--- src/hw/rtl/fpc_pkg.sv ---
package fpc_pkg;

  // Register file geometry: eight 64-bit registers, two Q-format entries each
  localparam int unsigned NUM_REGS  = 8;
  localparam int unsigned REG_W     = 64;
  localparam int unsigned REG_IDX_W = 3;
  localparam int unsigned ENTRY_W   = 32;
  localparam int unsigned FIELD_W   = 16;

  // One point in
  typedef struct packed {
    logic signed [FIELD_W-1:0] voxel_x;
    logic signed [FIELD_W-1:0] voxel_y;
    logic signed [FIELD_W-1:0] voxel_z;
  } in_item_t;

  // One verdict out, with the point echoed
  typedef struct packed {
    logic                      visible;
    logic signed [FIELD_W-1:0] out_x;
    logic signed [FIELD_W-1:0] out_y;
    logic signed [FIELD_W-1:0] out_z;
  } out_item_t;

endpackage

--- src/hw/rtl/fpc_row.sv ---
// One matrix row times (x, y, z, 1): multiply stage, then a sum stage.
module fpc_row import fpc_pkg::*; #(
  parameter int unsigned COORD_BITS = 16
) (
  input  logic                                 clk_i,
  input  logic [REG_W-1:0]                     cols01_i,
  input  logic [REG_W-1:0]                     cols23_i,
  input  logic signed [2:0][COORD_BITS-1:0]    coord_i,
  output logic signed [ENTRY_W+COORD_BITS+1:0] clip_o
);

  localparam int unsigned PROD_W = ENTRY_W + COORD_BITS;
  localparam int unsigned ACC_W  = PROD_W + 2;

  logic signed [ENTRY_W-1:0] ent0, ent1, ent2;
  logic signed [PROD_W-1:0]  prod_d [3];
  logic signed [PROD_W-1:0]  prod_q [3];
  logic signed [ENTRY_W-1:0] bias_q;
  logic signed [ACC_W-1:0]   clip_d, clip_q;

  assign ent0 = $signed(cols01_i[ENTRY_W-1:0]);
  assign ent1 = $signed(cols01_i[REG_W-1:ENTRY_W]);
  assign ent2 = $signed(cols23_i[ENTRY_W-1:0]);

  // Products are exact at PROD_W bits
  always_comb begin
    prod_d[0] = PROD_W'(ent0) * PROD_W'($signed(coord_i[0]));
    prod_d[1] = PROD_W'(ent1) * PROD_W'($signed(coord_i[1]));
    prod_d[2] = PROD_W'(ent2) * PROD_W'($signed(coord_i[2]));
  end

  always_ff @(posedge clk_i) begin
    prod_q <= prod_d;
    bias_q <= $signed(cols23_i[REG_W-1:ENTRY_W]);
  end

  // Four-term sum, two guard bits
  assign clip_d = ACC_W'(bias_q) + ACC_W'(prod_q[0]) + ACC_W'(prod_q[1])
                + ACC_W'(prod_q[2]);

  always_ff @(posedge clk_i) begin
    clip_q <= clip_d;
  end

  assign clip_o = clip_q;

endmodule

--- config.mk ---
export PLATFORM = sky130hd
export DESIGN_NAME = fpc_row
export DESIGN_NICKNAME = d
export VERILOG_FILES = /design/src/hw/rtl/fpc_pkg.sv /design/src/hw/rtl/fpc_row.sv
export SDC_FILE = /design/constraint.sdc
export NUM_CORES = 2
export LEC_CHECK = 0
export BUFFER_PORTS_ARGS = -buffer_cell sky130_fd_sc_hd__buf_4
export CAP_MARGIN = 20
export CORE_UTILIZATION = 65
export CTS_BUF_LIST = sky130_fd_sc_hd__clkbuf_8
export CTS_CLUSTER_DIAMETER = 30
export CTS_CLUSTER_SIZE = 20
export DETAILED_ROUTE_END_ITERATION = 16
export PLACE_DENSITY = 0.87
export SYNTH_ARGS = -nofsm -noshare
export SYNTH_HDL_FRONTEND = slang
export SYNTH_SLANG_ARGS = --single-unit
--- constraint.sdc ---
create_clock -name clk_i -period 9.77 [get_ports clk_i]
set_input_delay 1.954 -clock clk_i [delete_from_list [all_inputs] [get_ports clk_i]]
set_output_delay 1.954 -clock clk_i [all_outputs]
set_load 0.1 [all_outputs]
Word-level counts from Yosys, hierarchy flattened
Cells that the tools add are included.
{"block": "totals", "input_bits": 177, "out_inout_bits": 50, "wordCells": 11, "reg_bits": 226}
{"block": "classes", "n_mul": 3, "add_sub_neg": 3}
{"cell": "$mul 32x16->48", "count": 3}
{"cell": "$add 49x48->50", "count": 1}
{"cell": "$add 50x48->50", "count": 1}
{"cell": "$add 32x48->49", "count": 1}

Depth between registers and ports, before layout
{"block": "logic_depth", "depth_word": 3, "ltp_mapped": 28, "mapped_depth_nobuf": 26}

Least setup slack after synthesis
OpenSTA, ideal clock, no wires.
{"block": "synth_path", "kind": "input -> register", "startpoint": "in coord_i[23] (netlist bit)", "endpoint": "reg prod_q[92] (netlist bit)", "setup_slack_ns": 1.822, "setup_ns": 0.120, "path_buffers": 1, "arrival_ns": 7.828, "stages": 26, "required_time_ns": 9.650, "path_cell_list": "clkbuf_1 -> nand2_1 -> fa_1 -> inv_1 -> fa_1 -> inv_1 -> fa_1 -> inv_1 -> fa_1 -> fa_1 -> inv_1 -> fa_1 -> inv_1 -> ha_1 -> a21o_1 -> a21o_1 -> a21oi_1 -> o21ai_0 -> nor2b_1 -> nor3_2 -> o221ai_1 -> a21oi_1 -> o21ai_1 -> a221o_1 -> a21o_1 -> xor2_1"}
{"element": "start: declaration", "line": "fpc_row.sv:8", "source": "input logic signed [2:0][COORD_BITS-1:0] coord_i,"}
{"element": "end signal: assignment", "line": "fpc_row.sv:33", "source": "prod_q <= prod_d;"}
{"element": "end: declaration", "line": "fpc_row.sv:17", "source": "logic signed [PROD_W-1:0] prod_q [3];"}

==> metrics.md <==
| Metric | Value |
|---|---|
| Top sig layer | `met5` |
| First-pass GRT wire length | `roughly 250000 um` |
| Hold_buf cts | `0` |
| DR vias/cell | `5.676` |
| EDFF count, synth | `0` |
| Initial antenna violation count | `9` |
| Worst-Skew Late Latency | `0.61 ns` |
| Max Freq | `about 120 MHz` |
| WS Path Type | `in2reg` |
| Effective utilization at floorplan | `65.92%` |
| Cell breakdown of the critical path | `buf_4 -> inv_2 -> nor2_1 -> fa_1 -> fa_1 -> fa_1 -> fa_1 -> fa_1 -> inv_1 -> fa_1 -> inv_1 -> ha_1 -> a21oi_1 -> a21boi_0 -> o21ai_0 -> nand3b_1 -> a2111o_1 -> a31oi_1 -> o21a_2 -> o211ai_1 -> a31oi_2 -> o21ai_1 -> xor2_1` |
| Skew final | `0.04258 ns` |
| Setup TNS | `0 ns` |
| HP Class | `reg2reg` |
| Worst slack at placement | `between 1 and 1.5 ns` |
| Final WL | `153000 um` |
| Final Non-Filler Cells | `roughly 8k` |
| Clock transition at path regs | `0.07 ns` |
| Net count after synthesis | `about 8.8k` |
| Final worst path period share | `84.77%` |
| Startpoint Class | `primary input` |
| CTS Buf Count | `41` |
| Deepest clock path buffer count | `3` |
| CP peak stage delay | `0.53 ns` |
| Routed wl met3 | `13830 um` |
| Die ar. | `96460 um^2` |
| M1 wire length | `54310 um` |
| Placed Area | `64220 um^2` |
| RSZ-0062 raised after global routing | `false` |
| DRT Pass-1 Iters | `8` |
| Crit. End Element | `flip-flop` |
| Status | `completed` |
| PortBufs | `between 200 and 250` |
| DRC viols | `0` |
| MaxCap Viol Count | `0` |
| Rows | `~110` |
| Seq/Total Area, Yosys | `under 10%` |
| Starting DRT DRC Count | `3226` |
| FFs w/ async S/R, synth | `0%` |
| Syn Inst Count | `6672` |
| Syn Area/Cell | `9.277 um^2` |
| #FFs+latches synth | `226` |
| Hpwl dp | `125900 um` |
| WL per Instance | `roughly 19 um` |
| Vias in the first global route | `50.63k` |
| Worst-Margin Slew | `about 0.71 ns` |
| H-tree depth | `2` |
| Final setup margin | `1.488 ns` |
| Number of synthesis warnings | `0` |
| CTS tree | `yes` |
| Clk sinks | `226` |
| Final setup violation count | `0` |
| Final net count | `8813` |
| Met2 Wirelength | `75220 um` |
| Syn-to-layout area delta | `5.337%` |
| Post-synth design cell area | `61900 um^2` |
| Remaining Overflow, GRT | `0` |
| GPL Wtd Cong | `0.9456` |
| CP top delay family | `adder cells` |
| Bufs and invs on worst path | `4` |
| Slowest-stage cell, CP | `fa_1` |
| Cell total after placement | `7901` |
| Layout cells sized above 1 | `5.117%` |
| Post-CTS setup buffer count | `0` |
| CP max FO | `28` |
| Critical Path RT | `10.23 ns` |
| Worst Path Arrival | `8.74 ns` |
| DIE HEIGHT | `310.6 um` |
| Total GRT Usage | `about a third` |
| Hold Vio Cnt, Final | `0` |
| Main synth FF type | `dfxtp_1` |
| Final Max Tran Viols | `0` |
| Root buf cell | `clkbuf_8` |
| Slew HR | `52.00%` |
| Post-synthesis cell type count | `87` |
| Die Width | `310.6 um` |
| Core area | `93890 um^2` |
| # IOs | `227` |
| Post-route cell area | `roughly 65000 um^2` |
| Routed vias | `~45k` |
| Routed Antenna Nets | `0` |
| Post-cts gate resize count | `0` |
| Cell mode on critical path | `fa_1` |
| Min Clock Period, post-route | `8.282 ns` |
| Largest net degree at the start of global routing | `33` |
[layout by cell type (no fill, tap or decap), types with 5 or more instances in the layout]
master     count
clkbuf_8      43
o21ai_1        6
a211oi_1      10
a211o_1        5
a31o_2         5
a21oi_1      173
dfxtp_1      226
and4_1         5
buf_4        228
nand2b_1      41
xnor2_1      155
o211ai_1       6
bufinv_16      5
o21ai_0       78
ha_1         391
nor2_1       147
a221o_1        5
nand2_1      905
nand3_1       38
o21bai_1      27
nand4_1       22
a31oi_1       17
nor2b_1       23
nor3_1        15
inv_1       1690
o21a_1        18
and3_1        21
clkinv_4       7
xor2_1        48
a21o_1        93
fa_1        1555
and2_1       617
[through the flow]
| step | util, % | hold slack [ns] |
|---|---|---|
| 2_1_floorplan | - | 0.4324 |
| 3_3_place_gp | 68.39 | 0.4550 |
| 3_5_place_dp | 68.39 | 0.4633 |
| 4_1_cts | 69.43 | 0.4900 |
| 5_1_grt | 69.44 | 0.5225 |
| 6_report | 69.44 | 0.4819 |
[state kept, by name (all words and copies together) (netlist names)]
name    flops
prod_q    144
clip_o     50
bias_q     32
[logic make-up (layout without fill, tap and decap cells)]
family / count (synthesis) / after routing / synth area share (%)
buf+inv: 1938 / 1989 / 11.77
simple gates: 1861 / 1861 / 14.54
flops: 226 / 226 / 7.310
other cells: 0 / 3 / 0
compound gates: 498 / 498 / 5.306
xor+xnor: 203 / 203 / 2.872
fa+ha+maj: 1946 / 1946 / 58.20
[worst paths after layout]
kind / start / endpoint / slack [ns] / cells past startpoint
setup / recovery: coord_i[47] / prod_q[46]$_DFF_P_ / 1.49 / 23
hold / removal: bias_q[0]$_DFF_P_ / clip_o[0]$_DFF_P_ / 0.48 / 1
setup reg to reg: prod_q[97]$_DFF_P_ / clip_o[49]$_DFF_P_ / 4.25 / 17
hold reg to reg: bias_q[0]$_DFF_P_ / clip_o[0]$_DFF_P_ / 0.48 / 1
[synth_stat cells, drive strengths merged (6+ instances only)]
| library cell | instances | area (um^2) |
|---|---|---|
| a211o | 6 | 53.80 |
| a211oi | 12 | 100.1 |
| a21boi | 6 | 48.80 |
| a21o | 96 | 724.4 |
| a21oi | 175 | 883.4 |
| a31oi | 18 | 118.9 |
| and2 | 617 | 3860 |
| and3 | 22 | 138.9 |
| buf | 6 | 30.02 |
| clkbuf | 247 | 930.9 |
| dfxtp | 226 | 4524 |
| fa | 1555 | 31130 |
| ha | 391 | 4892 |
| inv | 1685 | 6325 |
| nand2 | 905 | 3397 |
| nand2b | 41 | 256.5 |
| nand3 | 39 | 200.2 |
| nand4 | 22 | 137.6 |
| nor2 | 148 | 558.0 |
| nor2b | 23 | 143.9 |
| nor3 | 16 | 85.08 |
| o211ai | 6 | 45.04 |
| o21a | 19 | 143.9 |
| o21ai | 86 | 437.9 |
| o21bai | 27 | 202.7 |
| xnor2 | 155 | 1358 |
| xor2 | 48 | 420.4 |
[layer usage]
metal | vias up | global-route usage (%)
li1 | 19380 | -
met1 | 22830 | 40.76
met2 | 2456 | 56.51
met3 | 623 | 5.785
met4 | 4 | 17.65
met5 | - | 0
[final cells by class]
class,count,area (um^2)
antenna,3,7.507
clock buffer,43,591.8
clock inverter,33,384.1
fill,6697,28690
inverter,1685,6325
multi-input combinational,4508,50090
sequential,226,4524
tap,1254,1569
timing repair buffer,228,1712
[worst register-to-register path, stage by stage, from the launching register on]
cell and delay [ns]:
dfxtp_1 0.43, fa_1 0.47, fa_1 0.50, ha_1 0.20
inv_1 0.08, fa_1 0.46, nand2b_1 0.17, a21oi_1 0.28
a311oi_2 0.23, a211oi_1 0.66, a2111oi_2 0.16, o31ai_1 0.66
o221ai_2 0.33, o21ai_2 0.23, nand2_1 0.11, o21ai_1 0.17
a21oi_1 0.10, xnor2_1 0.14
Power is not shown: default switching activity piles up to over one toggle a cycle in this logic, so the estimate is an artifact.
